<file path="src/rtl/sphp_pkg.sv">
// ----------------------------------------------------------------------------
// sphp_pkg: shared types and constants of the secure packet header parser
// Header layout sizes, result kinds and the word carried by the result queue.
// ----------------------------------------------------------------------------
`default_nettype none

package sphp_pkg;

   // Auth tag length in bytes at the end of a secured datagram
   localparam int unsigned TAG_BYTES   = 16;

   // Header layout sizes
   localparam int unsigned LEGACY_SIZE = 14;
   localparam int unsigned FLAGS_SIZE  = 16;
   localparam int unsigned SEC_SIZE    = 12;
   localparam int unsigned NONCE_BYTES = 8;

   // Byte on which the fixed header is complete and the layout is decided
   localparam int unsigned DECIDE_POS  = 13;

   // Result queue between parser and output stage
   localparam int unsigned QUEUE_DEPTH = 2;
   localparam int unsigned QUEUE_AW    = (QUEUE_DEPTH > 1) ? $clog2(QUEUE_DEPTH) : 1;
   localparam int unsigned QUEUE_CW    = $clog2(QUEUE_DEPTH + 1);

   // Channel widths
   localparam int unsigned REQ_DATA_W  = 24;
   localparam int unsigned RSP_DATA_W  = 232;
   localparam int unsigned RSP_USER_W  = 2;

   // Result kind
   typedef enum logic [1:0] {
      KIND_PAYLOAD = 2'd0,
      KIND_TAG     = 2'd1,
      KIND_RECORD  = 2'd2,
      KIND_REJECT  = 2'd3
   } kind_type;

   // Layout decision of the current datagram
   typedef struct packed {
      logic rejected;
      logic secured;
      logic flags_form;
   } mode_type;

   // Decoded header fields
   typedef struct packed {
      logic [31:0] key_id;
      logic [63:0] nonce;
      logic [15:0] flag_bits;
      logic [15:0] sequence_res;
      logic [31:0] sender_id;
      logic [31:0] channel_id;
      logic [15:0] header_length;
      logic [7:0]  packet_type;
      logic [7:0]  version;
   } hdr_type;

   // One queued result
   typedef struct packed {
      kind_type   kind;
      logic [7:0] out_byte;
      logic       last;
      hdr_type    hdr;
   } entry_type;

endpackage

`default_nettype wire

</file>
<file path="src/rtl/sphp_front.sv">
// ----------------------------------------------------------------------------
// sphp_front: byte parser
// Tracks the byte position, collects big-endian header fields, decides the
// layout on the last fixed-header byte and classifies every byte.
// ----------------------------------------------------------------------------
`default_nettype none

module sphp_front (
   input  wire logic                clock,
   input  wire logic                reset,
   input  wire logic                in_valid,
   output      logic                in_ready,
   input  wire logic [7:0]          in_byte,
   input  wire logic [15:0]         in_length,
   output      logic                push_valid,
   output      sphp_pkg::entry_type push_entry,
   input  wire logic                push_ready
);

   logic [15:0] pos_ff, pos_in;
   logic [7:0]  version_ff, version_in;
   logic [7:0]  ptype_ff, ptype_in;
   logic [15:0] hlen_ff, hlen_in;
   logic [31:0] channel_ff, channel_in;
   logic [31:0] sender_ff, sender_in;
   logic [15:0] seq_ff, seq_in;
   logic [15:0] flags_ff, flags_in;
   logic [63:0] nonce_ff, nonce_in;
   logic [31:0] key_ff, key_in;
   sphp_pkg::mode_type mode_ff, mode_now, mode_new;

   logic        accept;
   logic [16:0] pos_x, len_x;
   logic        final_byte;
   logic [16:0] fix_new;
   logic [15:0] fsz, hdr_end;
   logic        past_decide, is_record, is_payload, is_tag;

   assign accept   = in_valid & push_ready;
   assign in_ready = push_ready;
   assign pos_x    = {1'b0, pos_ff};
   assign len_x    = {1'b0, in_length};

   // Final byte of the datagram
   assign final_byte = (pos_x + 17'd1) >= len_x;

   // Layout decision from the complete fixed header
   always_comb begin
      mode_new.flags_form = (hlen_ff == 16'(sphp_pkg::FLAGS_SIZE)) ||
                            (hlen_ff == 16'(sphp_pkg::FLAGS_SIZE + sphp_pkg::SEC_SIZE));
      fix_new = mode_new.flags_form ? 17'(sphp_pkg::FLAGS_SIZE)
                                    : 17'(sphp_pkg::LEGACY_SIZE);
      mode_new.secured = ({1'b0, hlen_ff} >= fix_new + 17'(sphp_pkg::SEC_SIZE)) &&
                         (len_x >= fix_new + 17'(sphp_pkg::SEC_SIZE + sphp_pkg::TAG_BYTES));
      mode_new.rejected = !mode_new.secured && ({1'b0, hlen_ff} != fix_new);
   end

   assign mode_now = (pos_ff == 16'(sphp_pkg::DECIDE_POS)) ? mode_new : mode_ff;
   assign fsz      = mode_now.flags_form ? 16'(sphp_pkg::FLAGS_SIZE)
                                         : 16'(sphp_pkg::LEGACY_SIZE);
   assign hdr_end  = fsz - 16'd1 + (mode_now.secured ? 16'(sphp_pkg::SEC_SIZE) : 16'd0);

   // Field capture
   always_comb begin
      version_in = version_ff;
      ptype_in   = ptype_ff;
      hlen_in    = hlen_ff;
      channel_in = channel_ff;
      sender_in  = sender_ff;
      seq_in     = seq_ff;
      flags_in   = flags_ff;
      nonce_in   = nonce_ff;
      key_in     = key_ff;
      priority if (pos_ff == 16'd0) begin
         version_in = in_byte;
      end else if (pos_ff == 16'd1) begin
         ptype_in = in_byte;
      end else if (pos_ff < 16'd4) begin
         hlen_in = {hlen_ff[7:0], in_byte};
      end else if (pos_ff < 16'd8) begin
         channel_in = {channel_ff[23:0], in_byte};
      end else if (pos_ff < 16'd12) begin
         sender_in = {sender_ff[23:0], in_byte};
      end else if (pos_ff < 16'd14) begin
         seq_in = {seq_ff[7:0], in_byte};
      end else begin
      end
      if (mode_now.flags_form && (pos_ff == 16'd14 || pos_ff == 16'd15)) begin
         flags_in = {flags_ff[7:0], in_byte};
      end
      if (mode_now.secured && pos_ff >= fsz &&
          pos_ff < fsz + 16'(sphp_pkg::SEC_SIZE)) begin
         if (pos_ff < fsz + 16'(sphp_pkg::NONCE_BYTES)) begin
            nonce_in = {nonce_ff[55:0], in_byte};
         end else begin
            key_in = {key_ff[23:0], in_byte};
         end
      end
   end

   // Classification
   assign past_decide = pos_ff >= 16'(sphp_pkg::DECIDE_POS);
   assign is_record   = !mode_now.rejected && past_decide && (pos_ff == hdr_end);
   assign is_payload  = !mode_now.rejected && past_decide && (pos_ff > hdr_end);
   assign is_tag      = mode_now.secured && (pos_x + 17'(sphp_pkg::TAG_BYTES) >= len_x);

   // Result word
   always_comb begin
      push_entry          = '0;
      push_entry.kind     = sphp_pkg::KIND_REJECT;
      push_entry.last     = final_byte;
      push_entry.hdr.version       = version_in;
      push_entry.hdr.packet_type   = ptype_in;
      push_entry.hdr.header_length = hlen_in;
      push_entry.hdr.channel_id    = channel_in;
      push_entry.hdr.sender_id     = sender_in;
      push_entry.hdr.sequence_res  = seq_in;
      push_entry.hdr.flag_bits     = flags_in;
      push_entry.hdr.nonce         = nonce_in;
      push_entry.hdr.key_id        = key_in;
      priority if (is_record) begin
         push_entry.kind = sphp_pkg::KIND_RECORD;
      end else if (is_payload) begin
         push_entry.kind     = is_tag ? sphp_pkg::KIND_TAG : sphp_pkg::KIND_PAYLOAD;
         push_entry.out_byte = in_byte;
      end else begin
         push_entry.kind = sphp_pkg::KIND_REJECT;
      end
   end

   assign push_valid = accept & (is_record | is_payload | final_byte);

   // State update; a final byte returns everything to the idle state
   always_ff @(posedge clock) begin
      if (reset || (accept && final_byte)) begin
         pos_ff     <= '0;
         mode_ff    <= '0;
         version_ff <= '0;
         ptype_ff   <= '0;
         hlen_ff    <= '0;
         channel_ff <= '0;
         sender_ff  <= '0;
         seq_ff     <= '0;
         flags_ff   <= '0;
         nonce_ff   <= '0;
         key_ff     <= '0;
      end else if (accept) begin
         pos_ff     <= pos_in;
         mode_ff    <= mode_now;
         version_ff <= version_in;
         ptype_ff   <= ptype_in;
         hlen_ff    <= hlen_in;
         channel_ff <= channel_in;
         sender_ff  <= sender_in;
         seq_ff     <= seq_in;
         flags_ff   <= flags_in;
         nonce_ff   <= nonce_in;
         key_ff     <= key_in;
      end
   end

   assign pos_in = pos_ff + 16'd1;

endmodule

`default_nettype wire

</file>
<file path="src/rtl/sphp_queue.sv">
// ----------------------------------------------------------------------------
// sphp_queue: result queue
// Short FIFO between the parser and the output stage.
// ----------------------------------------------------------------------------
`default_nettype none

module sphp_queue (
   input  wire logic                clock,
   input  wire logic                reset,
   input  wire logic                push_valid,
   input  wire sphp_pkg::entry_type push_entry,
   output      logic                push_ready,
   output      logic                pop_valid,
   output      sphp_pkg::entry_type pop_entry,
   input  wire logic                pop
);

   sphp_pkg::entry_type mem [sphp_pkg::QUEUE_DEPTH];

   logic [sphp_pkg::QUEUE_AW-1:0] wr_ptr_ff, wr_ptr_in;
   logic [sphp_pkg::QUEUE_AW-1:0] rd_ptr_ff, rd_ptr_in;
   logic [sphp_pkg::QUEUE_CW-1:0] count_ff, count_in;
   logic do_push, do_pop;

   assign push_ready = count_ff < sphp_pkg::QUEUE_CW'(sphp_pkg::QUEUE_DEPTH);
   assign pop_valid  = count_ff != '0;
   assign pop_entry  = mem[rd_ptr_ff];
   assign do_push    = push_valid & push_ready;
   assign do_pop     = pop & pop_valid;

   // Pointer and fill-count next values
   always_comb begin
      wr_ptr_in = wr_ptr_ff;
      rd_ptr_in = rd_ptr_ff;
      if (do_push) begin
         wr_ptr_in = (wr_ptr_ff == sphp_pkg::QUEUE_AW'(sphp_pkg::QUEUE_DEPTH - 1))
                     ? '0 : wr_ptr_ff + 1'b1;
      end
      if (do_pop) begin
         rd_ptr_in = (rd_ptr_ff == sphp_pkg::QUEUE_AW'(sphp_pkg::QUEUE_DEPTH - 1))
                     ? '0 : rd_ptr_ff + 1'b1;
      end
      count_in = count_ff + sphp_pkg::QUEUE_CW'(do_push) - sphp_pkg::QUEUE_CW'(do_pop);
   end

   always_ff @(posedge clock) begin
      if (reset) begin
         wr_ptr_ff <= '0;
         rd_ptr_ff <= '0;
         count_ff  <= '0;
      end else begin
         wr_ptr_ff <= wr_ptr_in;
         rd_ptr_ff <= rd_ptr_in;
         count_ff  <= count_in;
      end
   end

   // Entry storage
   always_ff @(posedge clock) begin
      if (do_push) begin
         mem[wr_ptr_ff] <= push_entry;
      end
   end

endmodule

`default_nettype wire

</file>
<file path="src/rtl/sphp_back.sv">
// ----------------------------------------------------------------------------
// sphp_back: output stage
// Pulls results from the queue into the output register and packs the word;
// header fields are zero on everything but the header record.
// ----------------------------------------------------------------------------
`default_nettype none

module sphp_back (
   input  wire logic                                clock,
   input  wire logic                                reset,
   input  wire logic                                pop_valid,
   input  wire sphp_pkg::entry_type                 pop_entry,
   output      logic                                pop,
   output      logic                                out_valid,
   input  wire logic                                out_ready,
   output      logic [sphp_pkg::RSP_DATA_W-1:0]     out_data,
   output      logic [sphp_pkg::RSP_USER_W-1:0]     out_user,
   output      logic                                out_last
);

   logic                            valid_ff, valid_in;
   logic [sphp_pkg::RSP_DATA_W-1:0] data_ff, data_in;
   logic [sphp_pkg::RSP_USER_W-1:0] user_ff, user_in;
   logic                            last_ff, last_in;
   sphp_pkg::hdr_type               hdr;

   // Load whenever the register is empty or being drained
   assign pop = pop_valid & (!valid_ff | out_ready);

   assign hdr = (pop_entry.kind == sphp_pkg::KIND_RECORD) ? pop_entry.hdr : '0;

   // Next output word
   always_comb begin
      valid_in = valid_ff & !out_ready;
      data_in  = data_ff;
      user_in  = user_ff;
      last_in  = last_ff;
      if (pop) begin
         valid_in = 1'b1;
         data_in  = {hdr.key_id, hdr.nonce, hdr.flag_bits, hdr.sequence_res,
                     hdr.sender_id, hdr.channel_id, hdr.header_length,
                     hdr.packet_type, hdr.version, pop_entry.out_byte};
         user_in  = pop_entry.kind;
         last_in  = pop_entry.last;
      end
   end

   always_ff @(posedge clock) begin
      if (reset) begin
         valid_ff <= 1'b0;
      end else begin
         valid_ff <= valid_in;
      end
   end

   always_ff @(posedge clock) begin
      data_ff <= data_in;
      user_ff <= user_in;
      last_ff <= last_in;
   end

   assign out_valid = valid_ff;
   assign out_data  = data_ff;
   assign out_user  = user_ff;
   assign out_last  = last_ff;

endmodule

`default_nettype wire

</file>
<file path="src/rtl/secure_packet_header_parser.sv">
// ----------------------------------------------------------------------------
// secure_packet_header_parser: byte-serial datagram header parser
// Splits a datagram into one header record, payload bytes and auth tag bytes,
// or a single reject result for a malformed datagram.
//
//   channel | dir | payload                              | side info
//   --------+-----+--------------------------------------+------------------
//   req_    | in  | data_byte, datagram_length           | -
//   rsp_    | out | out_byte, header fields              | tuser kind, tlast
//
// One byte is accepted per cycle while the queue has room; the parser classifies
// it in the cycle it is taken, and results reach rsp_ through the queue write,
// then the output register. A two-entry queue decouples parser and output, so
// a stall on rsp_ backs up into req_tready only once the queue is full.
// Reset is synchronous and returns the parser to the start of a datagram.
// ----------------------------------------------------------------------------
`default_nettype none

module secure_packet_header_parser (
   input  wire logic                                clock,
   input  wire logic                                reset,
   input  wire logic                                req_tvalid,
   output      logic                                req_tready,
   // [7:0] data_byte, [23:8] datagram_length
   input  wire logic [sphp_pkg::REQ_DATA_W-1:0]     req_tdata,
   output      logic                                rsp_tvalid,
   input  wire logic                                rsp_tready,
   // [7:0] out_byte, [15:8] version, [23:16] packet_type,
   // [39:24] header_length, [71:40] channel_id, [103:72] sender_id,
   // [119:104] sequence_res, [135:120] flag_bits, [199:136] nonce,
   // [231:200] key_id
   output      logic [sphp_pkg::RSP_DATA_W-1:0]     rsp_tdata,
   // [1:0] kind
   output      logic [sphp_pkg::RSP_USER_W-1:0]     rsp_tuser,
   output      logic                                rsp_tlast
);

   logic                push_valid, push_ready;
   sphp_pkg::entry_type push_entry;
   logic                pop_valid, pop;
   sphp_pkg::entry_type pop_entry;

   // Parser
   sphp_front u_front (
      .clock      (clock),
      .reset      (reset),
      .in_valid   (req_tvalid),
      .in_ready   (req_tready),
      .in_byte    (req_tdata[7:0]),
      .in_length  (req_tdata[23:8]),
      .push_valid (push_valid),
      .push_entry (push_entry),
      .push_ready (push_ready)
   );

   // Result queue
   sphp_queue u_queue (
      .clock      (clock),
      .reset      (reset),
      .push_valid (push_valid),
      .push_entry (push_entry),
      .push_ready (push_ready),
      .pop_valid  (pop_valid),
      .pop_entry  (pop_entry),
      .pop        (pop)
   );

   // Output stage
   sphp_back u_back (
      .clock     (clock),
      .reset     (reset),
      .pop_valid (pop_valid),
      .pop_entry (pop_entry),
      .pop       (pop),
      .out_valid (rsp_tvalid),
      .out_ready (rsp_tready),
      .out_data  (rsp_tdata),
      .out_user  (rsp_tuser),
      .out_last  (rsp_tlast)
   );

endmodule

`default_nettype wire

</file>
<file path="config.mk">
export PLATFORM = sky130hd
export DESIGN_NAME = secure_packet_header_parser
export DESIGN_NICKNAME = d
export VERILOG_FILES = /design/src/rtl/sphp_pkg.sv /design/src/rtl/sphp_front.sv /design/src/rtl/sphp_queue.sv /design/src/rtl/sphp_back.sv /design/src/rtl/secure_packet_header_parser.sv
export SDC_FILE = /design/constraint.sdc
export NUM_CORES = 1
export LEC_CHECK = 0
export ABC_CLOCK_PERIOD_IN_PS = 19500
export BUFFER_PORTS_ARGS = -buffer_cell sky130_fd_sc_hd__buf_2
export CAP_MARGIN = 20
export CORE_ASPECT_RATIO = 1.75
export CORE_UTILIZATION = 56
export CTS_BUF_LIST = sky130_fd_sc_hd__clkbuf_8
export CTS_CLUSTER_DIAMETER = 150
export DETAILED_ROUTE_END_ITERATION = 8
export PLACE_DENSITY = 0.75
export SETUP_SLACK_MARGIN = 0.05
export SLEW_MARGIN = 30
export SYNTH_ARGS = -nofsm -noshare
export SYNTH_HDL_FRONTEND = slang
export SYNTH_HIERARCHICAL = 1
export SYNTH_SLANG_ARGS = --single-unit
</file>
<file path="constraint.sdc">
create_clock -name clock -period 19.5 [get_ports clock]
set_input_delay 3.9 -clock clock [delete_from_list [all_inputs] [get_ports clock]]
set_output_delay 3.9 -clock clock [all_outputs]
set_load 0.02 [all_outputs]
</file>
* Yosys cells after proc, flatten, opt, wreduce, memory -nomap -nowiden
Memory sizes are Yosys's and may differ from the RTL's. A register that Yosys moved wholly into a read port is not among the register bits. Index checks and enable logic that the tools add are counted.
Cells by class: add/subtract/negate cells 13, $lt $le $gt $ge 14, eq/ne operators 9, mux-type cells 42, bitwise logic cells 9, reductions and logical operators 19
Operator list (number):
- 2-to-1 mux 32 bit | 11
- 2-to-1 mux 16 bit | 10
- 2-to-1 mux 64 bit | 2
- equality test 16 x 4 -> 1 bit, second input constant | 3
- less-than comparator 16 x 4 -> 1 bit, second input constant | 3
- 2-to-1 mux 8 bit | 5
- greater-or-equal comparator 16 x 17 -> 1 bit | 2
- greater-or-equal comparator 17 x 16 -> 1 bit | 2
- adder 16 x 4 -> 16 bit, second input constant | 2
- equality test 16 x 5 -> 1 bit, second input constant | 2
- less-than comparator 16 bit | 2
- adder 16 x 1 -> 17 bit, second input constant | 1
- adder 16 x 5 -> 17 bit, second input constant | 1
- adder 17 x 4 -> 17 bit, second input constant | 1
- adder 17 x 5 -> 17 bit, second input constant | 1
- inequality test 16 x 17 -> 1 bit | 1
- adder 16 x 1 -> 16 bit, second input constant | 1
- adder 16 bit | 1
- equality test 16 x 1 -> 1 bit, second input constant | 1
- equality test 16 bit | 1
- greater-or-equal comparator 16 bit | 1
- greater-or-equal comparator 16 x 4 -> 1 bit, second input constant | 1
- greater-than comparator 16 bit | 1
- zero test 16 bit | 1
- other kinds (18) | 49
Word-level totals: register bits after elaboration 483, memory bits (writable) 470, output and inout bits 237, memories 1
Memories:
- u_queue.mem | depth 2, bits a word 235, rd ports 1, clocked after memory_dff 1, write ports 1, RTL line sphp_queue.sv:18 | sphp_pkg::entry_type mem [sphp_pkg::QUEUE_DEPTH];

* Depth between registers and ports, before layout
Gate-level depths: netlist (run 1).
depth in word-level cells 20, depth in mapped cells 24, gate-level depth less buffers 22

* By module
Netlist (run 1), hierarchy kept.
By module, submodules not included:
- sphp_queue | instances 1, cells an instance 758, area each 17802.1 sq um
- sphp_front | instances 1, cells an instance 1548, area each 13311.5 sq um
- sphp_back | instances 1, cells an instance 490, area each 8784.7 sq um

* Worst setup path after synthesis (run 1)
No wires, ideal clock.
path kind input port to flip-flop, from in req_tdata[21] in the netlist's numbering, to mem u_queue/mem[0][0] in the netlist's numbering (enable), library setup time 863 ps, data arrival time 16635 ps, data required time 18637 ps, path slack 2002 ps, stages on the path 15, buffers on the path 1, cells stage by stage nor4_1 > nand3_1 > a31oi_1 > a211oi_4 > nor2_2 > inv_2 > ha_1 > o21a_1 > o211ai_1 > a22o_1 > a21oi_1 > clkbuf_1 > o21a_1 > nor2b_1 > nor2b_1
RTL lines:
- start, declared | RTL line secure_packet_header_parser.sv:25 | input wire logic [sphp_pkg::REQ_DATA_W-1:0] req_tdata,
- end, declared | RTL line sphp_queue.sv:18

==> results.sh, run 1 <==
export IMPL_finalSetupTns_ns=0
export IMPL_track_usage=0.2371
export IMPL_async_reset_ff_frac=0
export IMPL_avgSynthCellArea_um2=14.27
export IMPL_yosysWarningCount=6
export IMPL_crit_path_end_kind="flop"
export IMPL_start_util=0.5657
export IMPL_hold_violations=0
export IMPL_ctsRootBufferMaster="clkbuf_8"
export IMPL_drive_above_1_share=0.2765
export IMPL_synth_edff_count=705
export IMPL_vias=22553
export IMPL_synthCells=2796
export IMPL_synth_main_ff_cell="edfxtp_1"
export IMPL_rows=129
export IMPL_fill_cells=5189
export IMPL_wl_per_cell_um=20.83
export IMPL_fmax_mhz=108.3
export IMPL_synth_seq_cells=954
export IMPL_ant_nets=0
export IMPL_design_area_um2=44390
export IMPL_synth_top_area_share=0.5306
export IMPL_finClkSkew_ns=0.02478
export IMPL_violations="design-rule violations"
export IMPL_p_total_w=0.003802
export IMPL_worst_slew_pin_transition_ns=0.9709
export IMPL_tritoncts="built"
export IMPL_antenna_found_initial=4
export IMPL_final_nets=3143
export IMPL_globalplace_congestion=0.8711
export IMPL_first_iter_violations=1297
export IMPL_place_area_um2=41590
export IMPL_maxCapViolCount=0
export IMPL_maxSlewViolCount=0
export IMPL_power_density_nw_per_um2=85.66
export IMPL_grt_max_degree=115
export IMPL_hpwlAfterDp_um=54220
export IMPL_worstPathRequired_ns=19.91
export IMPL_clkSinkCount=954
export IMPL_arrival_ns=9.64
export IMPL_grt_overflow_total=0
export IMPL_totalWireLength_um=85220
export IMPL_grt_pass1_wl_um=130800
export IMPL_die_x_um=203.8
export IMPL_cts_hold_buf=0
export IMPL_clock_path_buffers=3
export IMPL_portBuffers=264
export IMPL_die_area_um2=72360
export IMPL_synth_top_cell_by_area="edfxtp_1"
export IMPL_ys_seq_area_frac=0.6555
export IMPL_finalWorstSetupSlack_ns=10.27
export IMPL_cts_resized=0
export IMPL_crit_fanout=58
export IMPL_numCtsBuffers=134
export IMPL_synth_cell_types=71
export IMPL_cts_setup_buffers=0
export IMPL_die_h_um=355.1
export IMPL_fin_crit_sh=0.4734
export IMPL_viasPerCell=5.513
export IMPL_detail_route_first_pass_iterations=9
export IMPL_critPathLaunchType="input pin"
export IMPL_io_pin_count=265
export IMPL_coreArea_um2=70530
export IMPL_areaGrowthSynthToFinish_pct=11.25
export IMPL_hp_class="flop to flop"
export IMPL_htree_levels=4
export IMPL_synth_area_um2=39900
export IMPL_pre_cts_ws_ns=9.221
export IMPL_drc=4
export IMPL_path_clk_slew_ns=0.06
export IMPL_slew_headroom=0.3527
export IMPL_leakage_nw=16.34
export IMPL_rsz0062_at_grt="no"
export IMPL_status="complete, but fails checks"
export IMPL_finalSetupViolCount=0
export IMPL_synthTopCellsByArea="edfxtp_1 53%, dfxtp_1 12%, mux2_2 5.8%"
export IMPL_peakVddDrop_uv=81.82
export IMPL_clock_latency_ns=0.78
export IMPL_synth_nets=2877
export IMPL_crit_type="input pin to flop"
export IMPL_post_route_min_period_ns=9.232
export IMPL_grt_pass1_vias=23543
-- metrics by stage --
| step | hold slack, ns | std cells | util |
|---|---|---|---|
| after floorplan | 0.4284 | 2796 | - |
| after global placement | 0.4349 | 3837 | 0.5890 |
| after detailed placement | 0.4454 | 3840 | 0.5897 |
| after CTS | 0.4555 | 4086 | 0.6280 |
| after global routing | 0.4708 | 4090 | 0.6292 |
| final | 0.4549 | 4091 | 0.6293 |
-- registers in the layout, summed over array words and instances (netlist names), 2 cells and up, named ones only --
register	flops
u_front/pos_ff	16
u_front/hlen_ff	16
u_front/version_ff	8
u_queue/mem	470
u_front/flags_ff	16
u_front/mode_ff	3
u_front/key_ff	32
u_front/channel_ff	32
u_queue/count_ff	2
u_front/ptype_ff	8
u_front/seq_ff	16
u_back/out_user	2
u_front/sender_ff	32
u_front/nonce_ff	64
u_back/out_data	232
-- worst paths after layout --
check	start	slack (ns)	endpoint	depth (start not counted)
setup / recovery	req_tdata[12]	10.27	u_queue/mem[1][175]	17
setup reg to reg	u_front/hlen_ff[4]	12.55	u_queue/mem[1][175]	20
hold reg to reg	u_front/version_ff[6]	0.45	u_front/version_ff[6]	2
hold / removal	u_front/version_ff[6]	0.45	u_front/version_ff[6]	2
-- cell usage after synthesis, types with 3 or more instances --
library cell  count
a21o_1            3
mux2i_1          48
nand2_1         342
buf_1            12
buf_4             8
a21oi_1         178
buf_8             8
mux2_1          100
buf_6            42
nand4_1          14
inv_1            29
or2_2             5
xnor2_1          23
mux2_2          207
dfxtp_1         249
ha_1             53
o21bai_1          4
and3_1           14
o211ai_1          4
nor4_1            5
clkbuf_1         65
nand3_1          15
nor2_1          124
edfxtp_1        705
or3_1             3
a31oi_1           5
nor3_1           24
nor2b_1          11
nand2b_1          4
mux2_4          150
xor2_1           17
o21ai_0          13
a211oi_1          6
buf_2            30
and2_1          230
o21a_1            3
-- cells in the final DEF, fill, tap and decap left out, drive strengths merged, types with 13 or more instances in the layout --
master,synthesis,final
o21ai,13,13
clkinv,0,50
inv,30,63
edfxtp,705,705
dfxtp,249,249
a21oi,179,179
and2,230,230
clkbuf,67,152
and3,14,14
buf,101,298
nand4,16,16
mux2i,48,48
nand2,342,342
ha,53,53
nand3,17,17
xor2,17,17
nor3,26,26
xnor2,23,23
nor2,125,125
mux2,457,457
-- worst max-delay path, stage by stage --
cell	delay, ns
buf_2	0.11
nor4b_1	0.69
nand3_1	0.21
a21o_1	0.24
a211oi_4	0.41
nor2_2	0.12
inv_2	0.13
ha_1	0.15
o21a_1	0.12
o211ai_1	0.08
a22o_1	0.23
a21oi_1	0.52
o21a_1	0.27
nor2b_1	0.32
and2_4	0.61
buf_4	0.75
buf_4	0.68
-- power breakdown --
part / switching, W / total [W] / leakage (nW) / internal, W
Sequential: 0.00000555 / 0.00216 / 8.25 / 0.00216
Clock: 0.000744 / 0.00156 / 1.50 / 0.000813
Combinational: 0.0000557 / 0.0000811 / 6.59 / 0.0000255
Total: 0.000805 / 0.00380 / 16.3 / 0.00300
-- area by class of cell --
type | instances | area, um2 | area share
flip-flops and latches | 954 | 26160 | 0.5894
multi-input cells | 1644 | 12590 | 0.2837
clock buffers | 152 | 2092 | 0.04713
repair buffers | 298 | 1668 | 0.03758
well taps | 917 | 1147 | 0.02585
clock inverters | 94 | 610.6 | 0.01376
inverters | 30 | 112.6 | 0.002537
diodes | 2 | 5.005 | 0.0001128
-- logic make-up after synthesis --
family / synth area share
mux: 0.1551
xor+xnor: 0.008781
simple gates: 0.1003
buf+inv: 0.03095
fa+ha+maj: 0.01662
compound gates: 0.03271
flops: 0.6555
-- metal layers --
layer | share of wire | vias up | GRT usage | routed length [um]
met5 | 0 | - | 0 | 0
li1 | - | 10569 | - | -
met3 | 0.050 | 182 | 0.04322 | 4222
met1 | 0.38 | 11138 | 0.2694 | 32700
met4 | 0.037 | 0 | 0.1095 | 3141
met2 | 0.53 | 664 | 0.4279 | 45150
(Power assumes the default switching activity.)
==> run 2, diff against run 1 <==
- ABC_CLOCK_PERIOD_IN_PS: 19500 -> 9600
- clock period: 19.5 -> 9.6 ns (I/O delays scaled with it)
==> run 2 against run 1 <==
Net effect: the flow still finishes with violations (design-rule violations); combinational power grew 100%; sequential share of layout area grew 0.29 points; critical path depth shrank 2; sequential cell count is the same; highest routed layer unchanged.
==> results.sh, run 2 (synthesis gave the netlist of run 1 again) <==
export IMPL_status="complete, but fails checks"
export IMPL_violations="design-rule violations"
export IMPL_rows=129
export IMPL_detail_route_first_pass_iterations=9
export IMPL_cp_startpoint="req_tdata[12]"
export IMPL_tritoncts="built"
export IMPL_path_clk_slew_ns=0.07
export IMPL_power_density_nw_per_um2=169.9
export IMPL_fmax_mhz=149.5
export IMPL_viasPerCell=5.501
export IMPL_totalWireLength_um=82940
export IMPL_cts_hold_buf=0
export IMPL_htree_levels=4
export IMPL_cts_setup_buffers=0
export IMPL_crit_path_end_kind="flop"
export IMPL_clkSinkCount=954
export IMPL_die_h_um=355.1
export IMPL_leakage_nw=16.34
export IMPL_numCtsBuffers=131
export IMPL_antenna_found_initial=5
export IMPL_wl_per_cell_um=20.33
export IMPL_critPathLaunchType="input pin"
export IMPL_finalSetupTns_ns=0
export IMPL_worstPathRequired_ns=9.99
export IMPL_timing_rr_end="u_queue/mem[0][83]"
export IMPL_multiInputGateArea_um2=12590
export IMPL_grt_max_degree=139
export IMPL_clock_path_buffers=3
export IMPL_crit_path_frequent_cell="o21a_1"
export IMPL_worst_slew_pin_transition_ns=0.9616
export IMPL_hp_class="flop to flop"
export IMPL_finalSetupViolCount=0
export IMPL_grt_pass1_wl_um=126300
export IMPL_reg2reg_depth=19
export IMPL_maxCapViolCount=0
export IMPL_ant_nets=0
export IMPL_clock_latency_ns=0.77
export IMPL_crit_end="u_queue/mem[0][83]"
export IMPL_crit_path_max_incr_delay_ns=0.80
export IMPL_p_total_w=0.007504
export IMPL_track_usage=0.2289
export IMPL_post_route_min_period_ns=6.691
export IMPL_largest_register="u_queue/mem"
export IMPL_final_nets=3134
export IMPL_crit_fanout=90
export IMPL_rr_startpoint="u_front/hlen_ff[4]"
export IMPL_holdWs_ns=0.4555
export IMPL_grt_overflow_total=0
export IMPL_grt_pass1_vias=22890
export IMPL_hpwlAfterDp_um=51560
export IMPL_largest_register_ffs=470
export IMPL_crit_family="compound AO/OA/AOI/OAI gates"
export IMPL_ff2ff_setup_slack_ns=3.30
export IMPL_hold_violations=0
export IMPL_io_pin_count=265
export IMPL_finClkSkew_ns=0.02676
export IMPL_register_area_um2=26160
export IMPL_maxSlewViolCount=0
export IMPL_vias=22438
export IMPL_die_x_um=203.8
export IMPL_mostFrequentLayoutCells="705 x edfxtp_1, 341 x nand2_1, 264 x buf_2, 248 x dfxtp_1, 227 x and2_1"
export IMPL_crit_cells=15
export IMPL_fill_cells=5179
export IMPL_ctsRootBufferMaster="clkbuf_8"
export IMPL_fin_crit_sh=0.6970
export IMPL_crit_type="input pin to flop"
export IMPL_layout_commonest_cell="edfxtp_1"
export IMPL_die_area_um2=72360
export IMPL_crit_buf_inv=3
export IMPL_crit_chain="buf_2 > nor4b_1 > a31oi_1 > a211oi_4 > nor2_2 > inv_2 > ha_1 > o21a_1 > o211ai_1 > a22o_1 > a21oi_1 > o21a_1 > nor2b_1 > nor2b_4 > buf_12"
export IMPL_critPathSlowestCell="nor4b_1"
export IMPL_areaGrowthSynthToFinish_pct=10.69
export IMPL_globalplace_congestion=0.8370
export IMPL_peakVddDrop_uv=156.2
export IMPL_portBuffers=264
export IMPL_cts_resized=0
export IMPL_first_iter_violations=1280
export IMPL_start_util=0.5657
export IMPL_drive_above_1_share=0.2722
export IMPL_coreArea_um2=70530
export IMPL_arrival_ns=7.08
export IMPL_drc=4
export IMPL_rsz0062_at_grt="no"
export IMPL_slew_headroom=0.3590
run 2: worst register-to-register path, cell delays in order (launching register included):
cell	delay, ns
dfxtp_1	0.42
or3b_1	0.42
a21oi_2	0.30
nand2_1	0.10
ha_1	0.30
o211ai_1	0.18
a31oi_1	0.06
nor2b_1	0.38
a211oi_4	0.13
nor2_2	0.21
inv_2	0.09
ha_1	0.30
o21a_1	0.13
o211ai_1	0.08
a22o_1	0.23
a21oi_1	0.62
o21a_1	0.29
nor2b_1	0.32
nor2b_4	0.73
buf_12	0.45
run 2: report_power, final:
group | leakage, nW | switching (W) | total [W] | internal (W)
sequential | 8.32 | 0.00000982 | 0.00440 | 0.00439
combinational | 6.58 | 0.000114 | 0.000164 | 0.0000506
clock | 1.43 | 0.00148 | 0.00294 | 0.00146
run 2: final cells by class:
cell class | instances | share of cell area
diodes | 2 | 0.0001133
flip-flops and latches | 954 | 0.5923
inverters | 30 | 0.002550
clock buffers | 146 | 0.04550
multi-input cells | 1644 | 0.2851
clock inverters | 94 | 0.01111
well taps | 917 | 0.02598
repair buffers | 292 | 0.03737
run 2: how the worst min path moves through the flow:
stage / start / endpoint / cells past startpoint
floorplan: u_front/nonce_ff[56] / u_front/nonce_ff[56] / 2
global route: u_front/sender_ff[25] / u_front/sender_ff[25] / 2
finish: u_front/channel_ff[31] / u_front/channel_ff[31] / 2
global placement: u_front/nonce_ff[59] / u_front/nonce_ff[59] / 2
CTS: u_front/seq_ff[12] / u_front/seq_ff[12] / 2
detailed placement: u_front/seq_ff[12] / u_front/seq_ff[12] / 2
run 2: layer usage:
layer,share of wire,GRT usage,wire (um)
met1,0.39,0.2665,32400
met2,0.52,0.4034,43310
met3,0.051,0.04341,4200
met4,0.036,0.1089,3019
met5,0,0,0
run 2: through the flow:
step,instance area (um2),util,worst slack (ns),instances
after global placement,41600,0.5898,2.512,3835
after CTS,44120,0.6255,3.242,4076
final,44160,0.6262,2.909,4079
after detailed placement,41620,0.5901,2.380,3836
after floorplan,39910,-,0.8303,2796
after global routing,44160,0.6261,2.819,4078
